===== src/sv/tld_pkg.sv =====
package tld_pkg;

	// default ring depth
	localparam int BUF_DEPTH_DEF = 256;

	// character codes
	localparam logic [7:0] CH_LF = 8'h0A;
	localparam logic [7:0] CH_CR = 8'h0D;
	localparam logic [7:0] CH_BS = 8'h08;
	localparam logic [7:0] CH_SP = 8'h20;
	localparam logic [7:0] ERASE_RST = 8'h7F;
	localparam logic [7:0] EOF_RST = 8'h04;

	// commands
	localparam logic [1:0] CMD_RX = 2'd0;
	localparam logic [1:0] CMD_TX = 2'd1;
	localparam logic [1:0] CMD_RD = 2'd2;

	// result kinds
	localparam logic [1:0] KIND_SENT = 2'd0;
	localparam logic [1:0] KIND_READ = 2'd1;
	localparam logic [1:0] KIND_EMPTY = 2'd2;

	// config register indexes
	localparam int CFG_IDX_W = 3;
	localparam logic [CFG_IDX_W-1:0] CFG_MAP_CR = 3'd0;
	localparam logic [CFG_IDX_W-1:0] CFG_OPOST = 3'd1;
	localparam logic [CFG_IDX_W-1:0] CFG_ONLCR = 3'd2;
	localparam logic [CFG_IDX_W-1:0] CFG_CANON = 3'd3;
	localparam logic [CFG_IDX_W-1:0] CFG_ECHO = 3'd4;
	localparam logic [CFG_IDX_W-1:0] CFG_ECHOE = 3'd5;
	localparam logic [CFG_IDX_W-1:0] CFG_ERASE = 3'd6;
	localparam logic [CFG_IDX_W-1:0] CFG_EOF = 3'd7;

	typedef logic [7:0] byte_t;

endpackage


===== src/sv/terminal_line_discipline_top.sv =====
// Terminal line discipline for one terminal.
// Input channel (in_valid / in_stall) carries cmd and data_in: a received
// byte, a byte to write out, or a read request. The block raises in_stall
// while it works on an item; a transfer happens when in_valid is high and
// in_stall is low.
// Output channel (out_valid / out_stall) carries out_kind, out_byte,
// line_end and last; one item gives zero to three results, last marks the
// final one. Results sit in an output register, so a stalled receiver holds
// the current result while the block takes the next item.
// Config channel (cfg_valid / cfg_ready, cfg_index, cfg_data) writes one
// register per transfer; cfg_ready is always high. Write only while idle.
// Sequence: the item is taken, then its results are loaded into the output
// register in order, waiting while the receiver stalls; a read first waits on
// the read memory. A newline or EOF in canonical mode walks the edit ring into
// the read ring, one byte a cycle out of the edit memory's read port.
// Reset clears pointers, counts and config to defaults at once; the two
// ring memories need no clearing pass since only counted bytes are read.
module terminal_line_discipline_top #(
	parameter int BUF_DEPTH = tld_pkg::BUF_DEPTH_DEF
) (
	input  logic                          clk,
	input  logic                          arst_n,
	input  logic                          in_valid,
	output logic                          in_stall,
	input  logic [1:0]                    cmd,
	input  logic [7:0]                    data_in,
	output logic                          out_valid,
	input  logic                          out_stall,
	output logic [1:0]                    out_kind,
	output logic [7:0]                    out_byte,
	output logic                          line_end,
	output logic                          last,
	input  logic                          cfg_valid,
	output logic                          cfg_ready,
	input  logic [tld_pkg::CFG_IDX_W-1:0] cfg_index,
	input  logic [7:0]                    cfg_data
);

	localparam int AW = (BUF_DEPTH > 1) ? $clog2(BUF_DEPTH) : 1;
	localparam int CW = $clog2(BUF_DEPTH + 1);
	localparam logic [AW-1:0] LAST_PTR = AW'(BUF_DEPTH - 1);
	localparam logic [CW-1:0] FULL_CNT = CW'(BUF_DEPTH);

	// sequencer states
	localparam logic [1:0] S_IDLE = 2'd0;
	localparam logic [1:0] S_COMMIT = 2'd1;
	localparam logic [1:0] S_RDWAIT = 2'd2;
	localparam logic [1:0] S_EMIT = 2'd3;

	logic [1:0] state_q, state_d;

	// config registers
	logic map_cr_q, opost_q, onlcr_q, canon_q, echo_q, echoe_q;
	tld_pkg::byte_t erase_q, eof_q;

	// ring pointers
	logic [AW-1:0] edit_head_q, edit_head_d, edit_tail_q, edit_tail_d;
	logic [CW-1:0] edit_count_q, edit_count_d;
	logic [AW-1:0] read_head_q, read_head_d, read_tail_q, read_tail_d;
	logic [CW-1:0] read_count_q, read_count_d;

	// pending results of the current item
	tld_pkg::byte_t pend_byte_q [3];
	tld_pkg::byte_t pend_byte_d [3];
	logic [1:0] pend_n_q, pend_n_d, pend_idx_q, pend_idx_d;
	logic [1:0] pend_kind_q, pend_kind_d;
	logic       pend_le_q, pend_le_d;

	// commit pipeline: edit memory read in flight
	logic rd_v_s1, rd_v_d;

	// memories
	tld_pkg::byte_t edit_mem [BUF_DEPTH];
	tld_pkg::byte_t read_mem [BUF_DEPTH];
	tld_pkg::byte_t edit_rdata_q, read_rdata_q, edit_wdata, read_wdata;
	logic [AW-1:0] edit_waddr, edit_raddr, read_waddr, read_raddr;
	logic edit_we, edit_re, read_we, read_re;

	// output register
	logic out_valid_q, out_last_q, out_le_q, out_load;
	logic [1:0] out_kind_q;
	tld_pkg::byte_t out_byte_q;

	tld_pkg::byte_t rx_c;
	logic accept;

	assign in_stall = (state_q != S_IDLE);
	assign accept = in_valid && (state_q == S_IDLE);
	assign cfg_ready = 1'b1;
	assign rx_c = (map_cr_q && data_in == tld_pkg::CH_CR) ? tld_pkg::CH_LF : data_in;

	assign out_valid = out_valid_q;
	assign out_kind = out_kind_q;
	assign out_byte = out_byte_q;
	assign line_end = out_le_q;
	assign last = out_last_q;

	always_comb begin
		tld_pkg::byte_t post_b;
		logic post_go, commit;
		state_d = state_q;
		edit_head_d = edit_head_q;
		edit_tail_d = edit_tail_q;
		edit_count_d = edit_count_q;
		read_head_d = read_head_q;
		read_tail_d = read_tail_q;
		read_count_d = read_count_q;
		pend_byte_d = pend_byte_q;
		pend_n_d = pend_n_q;
		pend_idx_d = pend_idx_q;
		pend_kind_d = pend_kind_q;
		pend_le_d = pend_le_q;
		rd_v_d = 1'b0;
		edit_we = 1'b0;
		edit_re = 1'b0;
		read_we = 1'b0;
		read_re = 1'b0;
		edit_waddr = edit_tail_q;
		edit_wdata = rx_c;
		edit_raddr = edit_head_q;
		read_waddr = read_tail_q;
		read_wdata = rx_c;
		read_raddr = read_head_q;
		out_load = 1'b0;
		post_b = data_in;
		post_go = 1'b0;
		commit = 1'b0;

		unique case (state_q)
			S_IDLE: begin
				if (accept) begin
					pend_idx_d = 2'd0;
					pend_kind_d = tld_pkg::KIND_SENT;
					pend_le_d = 1'b0;
					pend_n_d = 2'd0;
					case (cmd)
						tld_pkg::CMD_RX: begin
							if (canon_q && rx_c == erase_q) begin
								if (edit_count_q != '0) begin
									edit_tail_d = (edit_tail_q == '0) ? LAST_PTR
										: edit_tail_q - 1'b1;
									edit_count_d = edit_count_q - 1'b1;
									if (echoe_q) begin
										pend_byte_d[0] = tld_pkg::CH_BS;
										pend_byte_d[1] = tld_pkg::CH_SP;
										pend_byte_d[2] = tld_pkg::CH_BS;
										pend_n_d = 2'd3;
									end
								end
							end else begin
								post_b = rx_c;
								post_go = echo_q;
								if (canon_q) begin
									if (edit_count_q != FULL_CNT) begin
										edit_we = 1'b1;
										edit_tail_d = (edit_tail_q == LAST_PTR) ? '0
											: edit_tail_q + 1'b1;
										edit_count_d = edit_count_q + 1'b1;
									end
									commit = (rx_c == tld_pkg::CH_LF) || (rx_c == eof_q);
								end else if (read_count_q != FULL_CNT) begin
									read_we = 1'b1;
									read_tail_d = (read_tail_q == LAST_PTR) ? '0
										: read_tail_q + 1'b1;
									read_count_d = read_count_q + 1'b1;
								end
							end
						end
						tld_pkg::CMD_TX: begin
							post_go = 1'b1;
						end
						tld_pkg::CMD_RD: begin
							pend_n_d = 2'd1;
							if (read_count_q != '0) begin
								read_re = 1'b1;
								read_head_d = (read_head_q == LAST_PTR) ? '0
									: read_head_q + 1'b1;
								read_count_d = read_count_q - 1'b1;
								pend_kind_d = tld_pkg::KIND_READ;
							end else begin
								pend_kind_d = tld_pkg::KIND_EMPTY;
								pend_byte_d[0] = '0;
							end
						end
						default: begin
						end
					endcase
					// output post-processing: with OPOST and ONLCR set, LF goes out as CR, LF
					if (post_go) begin
						if (opost_q && onlcr_q && post_b == tld_pkg::CH_LF) begin
							pend_byte_d[0] = tld_pkg::CH_CR;
							pend_byte_d[1] = tld_pkg::CH_LF;
							pend_n_d = 2'd2;
						end else begin
							pend_byte_d[0] = post_b;
							pend_n_d = 2'd1;
						end
					end
					if (read_re)
						state_d = S_RDWAIT;
					else if (commit)
						state_d = S_COMMIT;
					else if (pend_n_d != 2'd0)
						state_d = S_EMIT;
				end
			end
			S_COMMIT: begin
				// byte read last cycle lands in the read ring, dropped when full
				read_wdata = edit_rdata_q;
				if (rd_v_s1 && read_count_q != FULL_CNT) begin
					read_we = 1'b1;
					read_tail_d = (read_tail_q == LAST_PTR) ? '0 : read_tail_q + 1'b1;
					read_count_d = read_count_q + 1'b1;
				end
				if (edit_count_q != '0) begin
					edit_re = 1'b1;
					rd_v_d = 1'b1;
					edit_head_d = (edit_head_q == LAST_PTR) ? '0 : edit_head_q + 1'b1;
					edit_count_d = edit_count_q - 1'b1;
				end else begin
					state_d = (pend_n_q != 2'd0) ? S_EMIT : S_IDLE;
				end
			end
			S_RDWAIT: begin
				pend_byte_d[0] = read_rdata_q;
				pend_le_d = canon_q && (read_rdata_q == tld_pkg::CH_LF);
				state_d = S_EMIT;
			end
			S_EMIT: begin
				if (!out_valid_q || !out_stall) begin
					out_load = 1'b1;
					if (pend_idx_q == pend_n_q - 1'b1)
						state_d = S_IDLE;
					else
						pend_idx_d = pend_idx_q + 1'b1;
				end
			end
			default: state_d = S_IDLE;
		endcase
	end

	// control state
	always_ff @(posedge clk or negedge arst_n) begin
		if (!arst_n) begin
			state_q <= S_IDLE;
			edit_head_q <= '0;
			edit_tail_q <= '0;
			edit_count_q <= '0;
			read_head_q <= '0;
			read_tail_q <= '0;
			read_count_q <= '0;
			pend_n_q <= '0;
			pend_idx_q <= '0;
			rd_v_s1 <= 1'b0;
			out_valid_q <= 1'b0;
			map_cr_q <= 1'b1;
			opost_q <= 1'b1;
			onlcr_q <= 1'b1;
			canon_q <= 1'b1;
			echo_q <= 1'b1;
			echoe_q <= 1'b1;
			erase_q <= tld_pkg::ERASE_RST;
			eof_q <= tld_pkg::EOF_RST;
		end else begin
			state_q <= state_d;
			edit_head_q <= edit_head_d;
			edit_tail_q <= edit_tail_d;
			edit_count_q <= edit_count_d;
			read_head_q <= read_head_d;
			read_tail_q <= read_tail_d;
			read_count_q <= read_count_d;
			pend_n_q <= pend_n_d;
			pend_idx_q <= pend_idx_d;
			rd_v_s1 <= rd_v_d;
			if (out_load)
				out_valid_q <= 1'b1;
			else if (!out_stall)
				out_valid_q <= 1'b0;
			if (cfg_valid) begin
				unique case (cfg_index)
					tld_pkg::CFG_MAP_CR: map_cr_q <= cfg_data[0];
					tld_pkg::CFG_OPOST:  opost_q <= cfg_data[0];
					tld_pkg::CFG_ONLCR:  onlcr_q <= cfg_data[0];
					tld_pkg::CFG_CANON:  canon_q <= cfg_data[0];
					tld_pkg::CFG_ECHO:   echo_q <= cfg_data[0];
					tld_pkg::CFG_ECHOE:  echoe_q <= cfg_data[0];
					tld_pkg::CFG_ERASE:  erase_q <= cfg_data;
					tld_pkg::CFG_EOF:    eof_q <= cfg_data;
					default: begin
					end
				endcase
			end
		end
	end

	// payload registers
	always_ff @(posedge clk) begin
		pend_byte_q <= pend_byte_d;
		pend_kind_q <= pend_kind_d;
		pend_le_q <= pend_le_d;
		if (out_load) begin
			out_kind_q <= pend_kind_q;
			out_byte_q <= pend_byte_q[pend_idx_q];
			out_le_q <= pend_le_q;
			out_last_q <= (pend_idx_q == pend_n_q - 1'b1);
		end
	end

	// edit ring memory
	always_ff @(posedge clk) begin
		if (edit_we)
			edit_mem[edit_waddr] <= edit_wdata;
		if (edit_re)
			edit_rdata_q <= edit_mem[edit_raddr];
	end

	// read ring memory
	always_ff @(posedge clk) begin
		if (read_we)
			read_mem[read_waddr] <= read_wdata;
		if (read_re)
			read_rdata_q <= read_mem[read_raddr];
	end

endmodule


===== config.mk =====
export PLATFORM = sky130hd
export DESIGN_NAME = terminal_line_discipline_top
export DESIGN_NICKNAME = d
export VERILOG_FILES = /design/src/sv/tld_pkg.sv /design/src/sv/terminal_line_discipline_top.sv
export SDC_FILE = /design/constraint.sdc
export NUM_CORES = 2
export LEC_CHECK = 0
export BUFFER_PORTS_ARGS = -buffer_cell sky130_fd_sc_hd__buf_2
export CAP_MARGIN = 20
export CORE_AREA = 2 2 726 367
export CTS_CLUSTER_SIZE = 8
export DETAILED_ROUTE_END_ITERATION = 16
export DIE_AREA = 0 0 728 369
export GPL_TIMING_DRIVEN = 0
export HOLD_SLACK_MARGIN = 0.15
export PLACE_DENSITY_LB_ADDON = 0.1
export SYNTH_ARGS = -nofsm -noshare
export SYNTH_HDL_FRONTEND = slang
export SYNTH_SLANG_ARGS = --single-unit

===== constraint.sdc =====
create_clock -name clk -period 11.9 [get_ports clk]
set_input_delay 2.38 -clock clk [delete_from_list [all_inputs] [get_ports clk]]
set_output_delay 2.38 -clock clk [all_outputs]
set_load 0.05 [all_outputs]

======== Word-level counts from Yosys, hierarchy flattened ========
Memory sizes are Yosys's and may differ from the RTL's. A register that Yosys moved wholly into a read port is not among the register bits.
Index checks and enable logic that the tools add are counted.
storage, ports and cells
  input bits .............................. 26
  RAM bits ................................ 4,096
  memories kept ........................... 2
  output and inout bits ................... 15
  register bits after elaboration ......... 111
  logic and storage cells ................. 249
memories
  name      depth  width  rd ports  clocked after memory_dff  write ports  RTL line                            RTL
  edit_mem  256    8      1         1                         1            terminal_line_discipline_top.sv:73  tld_pkg::byte_t edit_mem [BUF_DEPTH];
  read_mem  256    8      1         1                         1            terminal_line_discipline_top.sv:74  tld_pkg::byte_t read_mem [BUF_DEPTH];
operators by class
  bitwise gates (word level) .............. 1
  multiplexer cells ....................... 113
  equality and inequality tests ........... 50
  add/subtract/negate cells ............... 11
  reductions and logical operators ........ 44
  magnitude comparators ................... 1
operators by type and width
  cell                 count
  $mux 8               26
  $mux 9               12
  $mux 24              4
  $pmux 9 s2           3
  $pmux 8 s2           3
  $mux 2               19
  $mux 1               37
  $add 8x1->8 const B  4
  $eq 8x4->1 const B   4
  $eq 8x8->1 const B   4
  $mux 16              2
  $reduce_and 2->1     11
  $add 9x1->9 const B  2
  $ne 9x9->1 const B   2
  $reduce_bool 9->1    2
  $sub 9x1->9 const B  2
  $bmux 8 s2           1
  $eq 8x8->1           2
  $ne 2x2->1 const B   8
  $ne 4x4->1 const B   4
  $reduce_bool 2->1    8
  $reduce_and 7->1     2
  $eq 3x3->1 const B   4
  $ne 3x3->1 const B   4
  27 further kinds     50

======== Logic depth before layout (Yosys ltp) ========
  word-level depth ........................ 21
  mapped depth ............................ 10
  depth with buffers taken out ............ 9

======== Worst setup path after synthesis ========
No wires, ideal clock.
  path type ............................... input port to flip-flop
  from .................................... input port data_in[2]
  to ...................................... memory read_mem[0][1] (netlist bit), data pin
  path buffers ............................ 1
  setup time .............................. 1.579 ns
  stages on the path ...................... 4
  path slack .............................. 0.479 ns
  arrival time ............................ 9.842 ns
  data required time ...................... 10.321 ns
  cells stage by stage .................... buf_2 -> and4b_2 -> a31oi_2 -> a21oi_1
between the ends
  cells in the longest elaborated chain, start to end .. 4
RTL lines
  what                RTL line                             RTL
  start: declaration  terminal_line_discipline_top.sv:26   input logic [7:0] data_in,
  $eq 8x4->1          terminal_line_discipline_top.sv:90   assign rx_c = (map_cr_q && data_in == tld_pkg::CH_CR) ? tld_pkg::CH_LF : data_in;
  $logic_and 1x1->1   terminal_line_discipline_top.sv:90
  $mux 8              terminal_line_discipline_top.sv:90
  $mux 8              terminal_line_discipline_top.sv:129  unique case (state_q)
  net read_wdata[1]   terminal_line_discipline_top.sv:75   tld_pkg::byte_t edit_rdata_q, read_rdata_q, edit_wdata, read_wdata;
  end: declaration    terminal_line_discipline_top.sv:74
The timed path passes the listed nets, and every way through them passes these cells.

======== Worst setup path in the final report ========
  from .................................... input port in_valid
  to ...................................... memory read_mem[81][0] (netlist bit) (enable)
between the ends
  cells in the longest elaborated chain, start to end .. 5
RTL lines
  what                          RTL line                             RTL
  start: declaration            terminal_line_discipline_top.sv:23   input logic in_valid,
  $logic_and 1x1->1             terminal_line_discipline_top.sv:88   assign accept = in_valid && (state_q == S_IDLE);
  $mux 1                        terminal_line_discipline_top.sv:131  if (accept) begin
  $pmux 1 s2                    terminal_line_discipline_top.sv:129
  $mux 1                        terminal_line_discipline_top.sv:319  if (read_we)
  $mux 1 (not written as such)  terminal_line_discipline_top.sv:320  read_mem[read_waddr] <= read_wdata;
No other way between the ends.

==> implementation parameters <==
Parameter                              Value

Worst setup path
  Critical path class    input port to register
  Kind of end point of the critical path    register
  Data required time of the worst path    12,430 ps
  Crit-path slowest cell    sky130_fd_sc_hd__nor2_1
  Family with the most delay on the worst path    simple AND/OR/NAND/NOR gates
  Critical path peak fanout    10
  Crit-path max cell delay    980 ps
  Type of origin of the critical path    input port
  Crit path top cell by count    sky130_fd_sc_hd__buf_2
  Arrival time of data at the critical path endpoint    6780 ps
  Buffers and inverters on the worst path    3
  Worst path cell trace    buf_2 > or3b_1 > o41ai_1 > o21a_1 > buf_2 > nor3b_1 > nand2_1 > clkbuf_2 > nor2_1

Clock network
  Inserted Clock Buffers    601
  Postcts setup bufs    0
  Skew-Pair Late Insertion Delay    940 ps
  Maximum clock path buffer count    4
  CTS clk-pin slew, worst paths    50 ps
  Clock sink count    4,223
  Number of gates given a new drive strength after cts    0
  TritonCTS clock tree    built
  CTS root buffer    sky130_fd_sc_hd__clkbuf_16
  H-tree level count    6
  Number of hold buffers added after cts    0

Timing
  Setup skew after layout    51.0 ps
  Number of pins exceeding their max-slew limit in the final report    0
  Slew margin rel.    18.1%
  Min Hold Slack    441 ps
  Min cycle time layout    6250 ps
  Max Clock Freq    160 MHz
  RSZ-0062 raised after global routing    no
  Setup violators final    0
  Total negative slack for setup checks    0 ps
  Part of the cycle the worst path needs    52.5%
  Hold Fails Final Rpt    0
  Transition time of the tightest slew-check pin    1230 ps

Drt
  Post-detailed-route DRC marker count    0
  Detailed Route WL    435,000 µm
  Total vias in the final route    83,000
  WL met2    205,000 µm
  Post-detailed-route wirelength per cell    37.4 µm
  Wire length the detailed router placed on met1    159,000 µm
  Detailed route wirelength on metal3    52,800 µm
  Highest metal layer with signal wires    met5
  Starting DRT DRC Count    13,200
  Final ANT Viol Nets    0
  Vias per std cell    7.14
  TritonRoute pass-1 iters    10

Global route
  Vias in the first global route    83,000
  Overflow after GRT    0
  Global-route wire length before repair    613,000 µm
  Aggregate global-route resource usage    32.6%
  Largest net degree at the start of global routing    157
  Antenna violations before repair    29

Logic synthesis
  Most frequently used cell type in the post-synthesis netlist    sky130_fd_sc_hd__edfxtp_1
  Top cells by area, synth    sky130_fd_sc_hd__edfxtp_1 76%, sky130_fd_sc_hd__mux4_2 18%, sky130_fd_sc_hd__nor2_1 1.3%
  Number of distinct library cell variants in the gate-level netlist after synthesis    80
  Ranking of synthesized cells by instance count    4,143 x sky130_fd_sc_hd__edfxtp_1, 1,280 x sky130_fd_sc_hd__mux4_2, 575 x sky130_fd_sc_hd__nor2_1
  Largest area contributor in the netlist    sky130_fd_sc_hd__edfxtp_1
  Share of the synthesized area in the top cell type    75.7%
  Count of flip-flops with a built-in enable after synthesis    4,143
  Post-synthesis register bit count    4,223
  YS warnings    0
  Share of synthesized area occupied by flip-flops and latches    77.0%
  Cell area after technology mapping    164,000 µm²
  Synthesized instance count    7,250
  Net count after synthesis    7,292
  Most used flip-flop cell after synthesis    sky130_fd_sc_hd__edfxtp_1
  Mean Syn Cell Area    22.7 µm²
  Async SR Flop Fraction    1.89%

Power and ir drop
  Leakage power figure    0.0582 µW
  Power per unit of standard cell area    246 nW/µm²
  Max VDD drop    0.185 mV
  Post-route total power    46,100 µW

Cells and area
  Number of nets in the final layout    8,010
  Finished layout cell area    187,000 µm²
  Final Core Density    71.5%
  Fraction of layout cells with a size suffix above 1    28.2%
  Area delta synth->final    13.9%

Placement
  Port Buf Inserts    31
  HPWL after DPL    276,000 µm
  Total placed instance area    171,000 µm²
  Last weighted congestion value of the routability-driven placer    0.927

Outcome
  Result of the run    completed

Floorplanning
  Die footprint    269,000 µm²
  Core Area    262,000 µm²
  Number of top-level pins    41
  Initial core utilization    62.8%
  Total number of placement rows    133
  Horizontal extent of the die    728 µm
  Vert. Die Dim    369 µm

Job
  Number of max-cap violations    0

Hold path
  Classification of the worst-slack hold path    register to register
layout make-up:
type / count / area [µm²]
Clock buffer: 710 / 15900
Sequential cell: 4223 / 126000
Inverter: 26 / 105
Timing Repair Buffer: 115 / 1930
Tap cell: 3510 / 4390
Buffer: 427 / 1880
Multi-Input combinational cell: 2574 / 36000
Clock inverter: 26 / 372
Fill cell: 14700 / 74600
Antenna cell: 11 / 27.5
worst register-to-register path: stages (launching register included):
cell	delay, ps
sky130_fd_sc_hd__dfrtp_1	360
sky130_fd_sc_hd__clkbuf_1	620
sky130_fd_sc_hd__clkbuf_1	380
sky130_fd_sc_hd__buf_1	770
sky130_fd_sc_hd__buf_1	860
sky130_fd_sc_hd__mux4_2	440
sky130_fd_sc_hd__mux4_2	470
sky130_fd_sc_hd__a22oi_1	220
sky130_fd_sc_hd__nand2_1	110
sky130_fd_sc_hd__a22oi_1	670
sky130_fd_sc_hd__o221ai_1	550
kinds of logic (layout without fill, tap and decap cells):
family / Yosys count / count (layout) / share of synthesized area (%)
multiplexers: 1319 / 1319 / 17.8
XOR/XNOR: 45 / 45 / 0.244
AND/OR/NAND/NOR: 898 / 898 / 2.34
buffers and inverters: 453 / 1304 / 1.17
adder cells (fa/ha/maj): 16 / 16 / 0.122
flip-flops: 4223 / 4223 / 77.0
AO/OA/AOI/OAI: 295 / 295 / 1.37
other: 1 / 12 / 0.00228
power breakdown:
group	internal, µW	total (µW)	switching, µW	leakage, µW
clock	9280	15300	5970	0.00796
combinational	5010	12900	7880	0.0120
sequential	17800	17900	121	0.0382
stage by stage:
step                worst slack, ps  std cells
finish                         5650      11600
global route                   5700      11600
CTS                            5870      11600
detailed placement             4900      10900
global placement              -7900      10800
floorplan                       479       7250
sequential cells by signal, indices dropped and copies added, names as in the netlist, 9 cells and up:
| register | count |
|---|---|
| pend_byte_q | 16 |
| edit_mem | 2048 |
| read_mem | 2048 |
| edit_count_q | 9 |
| read_count_q | 9 |
final timing paths:
path / slack (ps) / start / endpoint / depth (start not counted)
min in group asynchronous: 1340 / arst_n / edit_tail_q[1] / 1
worst max register to register: 6050 / read_head_q[1] / read_rdata_q[5] / 10
worst min-delay path: 440 / pend_kind_q[0] / out_kind[0] / 0
worst max-delay path: 5650 / in_valid / read_mem[81][0] / 9
worst min register to register: 440 / pend_kind_q[0] / out_kind[0] / 0
max in group asynchronous: 9830 / arst_n / erase_q[3] / 2
layout by cell type, fill, tap and decap left out, types with 12 or more instances in the layout:
cell type | Yosys | layout
sky130_fd_sc_hd__dfrtp_1 | 66 | 66
sky130_fd_sc_hd__xnor2_1 | 24 | 24
sky130_fd_sc_hd__buf_16 | 0 | 39
sky130_fd_sc_hd__dfstp_2 | 14 | 14
sky130_fd_sc_hd__and3_1 | 13 | 13
sky130_fd_sc_hd__nand2_1 | 162 | 157
sky130_fd_sc_hd__a221oi_1 | 33 | 33
sky130_fd_sc_hd__nor2_1 | 575 | 574
sky130_fd_sc_hd__buf_1 | 51 | 51
sky130_fd_sc_hd__buf_12 | 0 | 15
sky130_fd_sc_hd__nor3_1 | 23 | 23
sky130_fd_sc_hd__clkbuf_2 | 0 | 31
sky130_fd_sc_hd__a22oi_1 | 81 | 81
sky130_fd_sc_hd__nand3_1 | 23 | 23
sky130_fd_sc_hd__clkbuf_16 | 0 | 624
sky130_fd_sc_hd__mux2i_1 | 13 | 13
sky130_fd_sc_hd__a21oi_1 | 32 | 31
sky130_fd_sc_hd__clkbuf_1 | 244 | 294
sky130_fd_sc_hd__inv_1 | 25 | 24
sky130_fd_sc_hd__ha_1 | 16 | 16
sky130_fd_sc_hd__buf_8 | 0 | 24
sky130_fd_sc_hd__o221ai_1 | 16 | 16
sky130_fd_sc_hd__o21ai_0 | 32 | 32
sky130_fd_sc_hd__buf_2 | 117 | 149
sky130_fd_sc_hd__edfxtp_1 | 4143 | 4143
sky130_fd_sc_hd__and2_1 | 17 | 16
sky130_fd_sc_hd__a22o_1 | 38 | 38
sky130_fd_sc_hd__xor2_1 | 20 | 20
sky130_fd_sc_hd__inv_6 | 0 | 12
sky130_fd_sc_hd__mux2_2 | 26 | 24
sky130_fd_sc_hd__nor2b_1 | 16 | 14
sky130_fd_sc_hd__mux4_2 | 1280 | 1280
sky130_fd_sc_hd__buf_4 | 11 | 16
layer usage:
metal,GRT usage (%),vias to the layer above
li1,-,32000
met1,46.3,44100
met2,50.2,5963
met3,8.67,940
met4,11.5,14
met5,0,-
No activity file was read; power rests on OpenSTA's default activity.
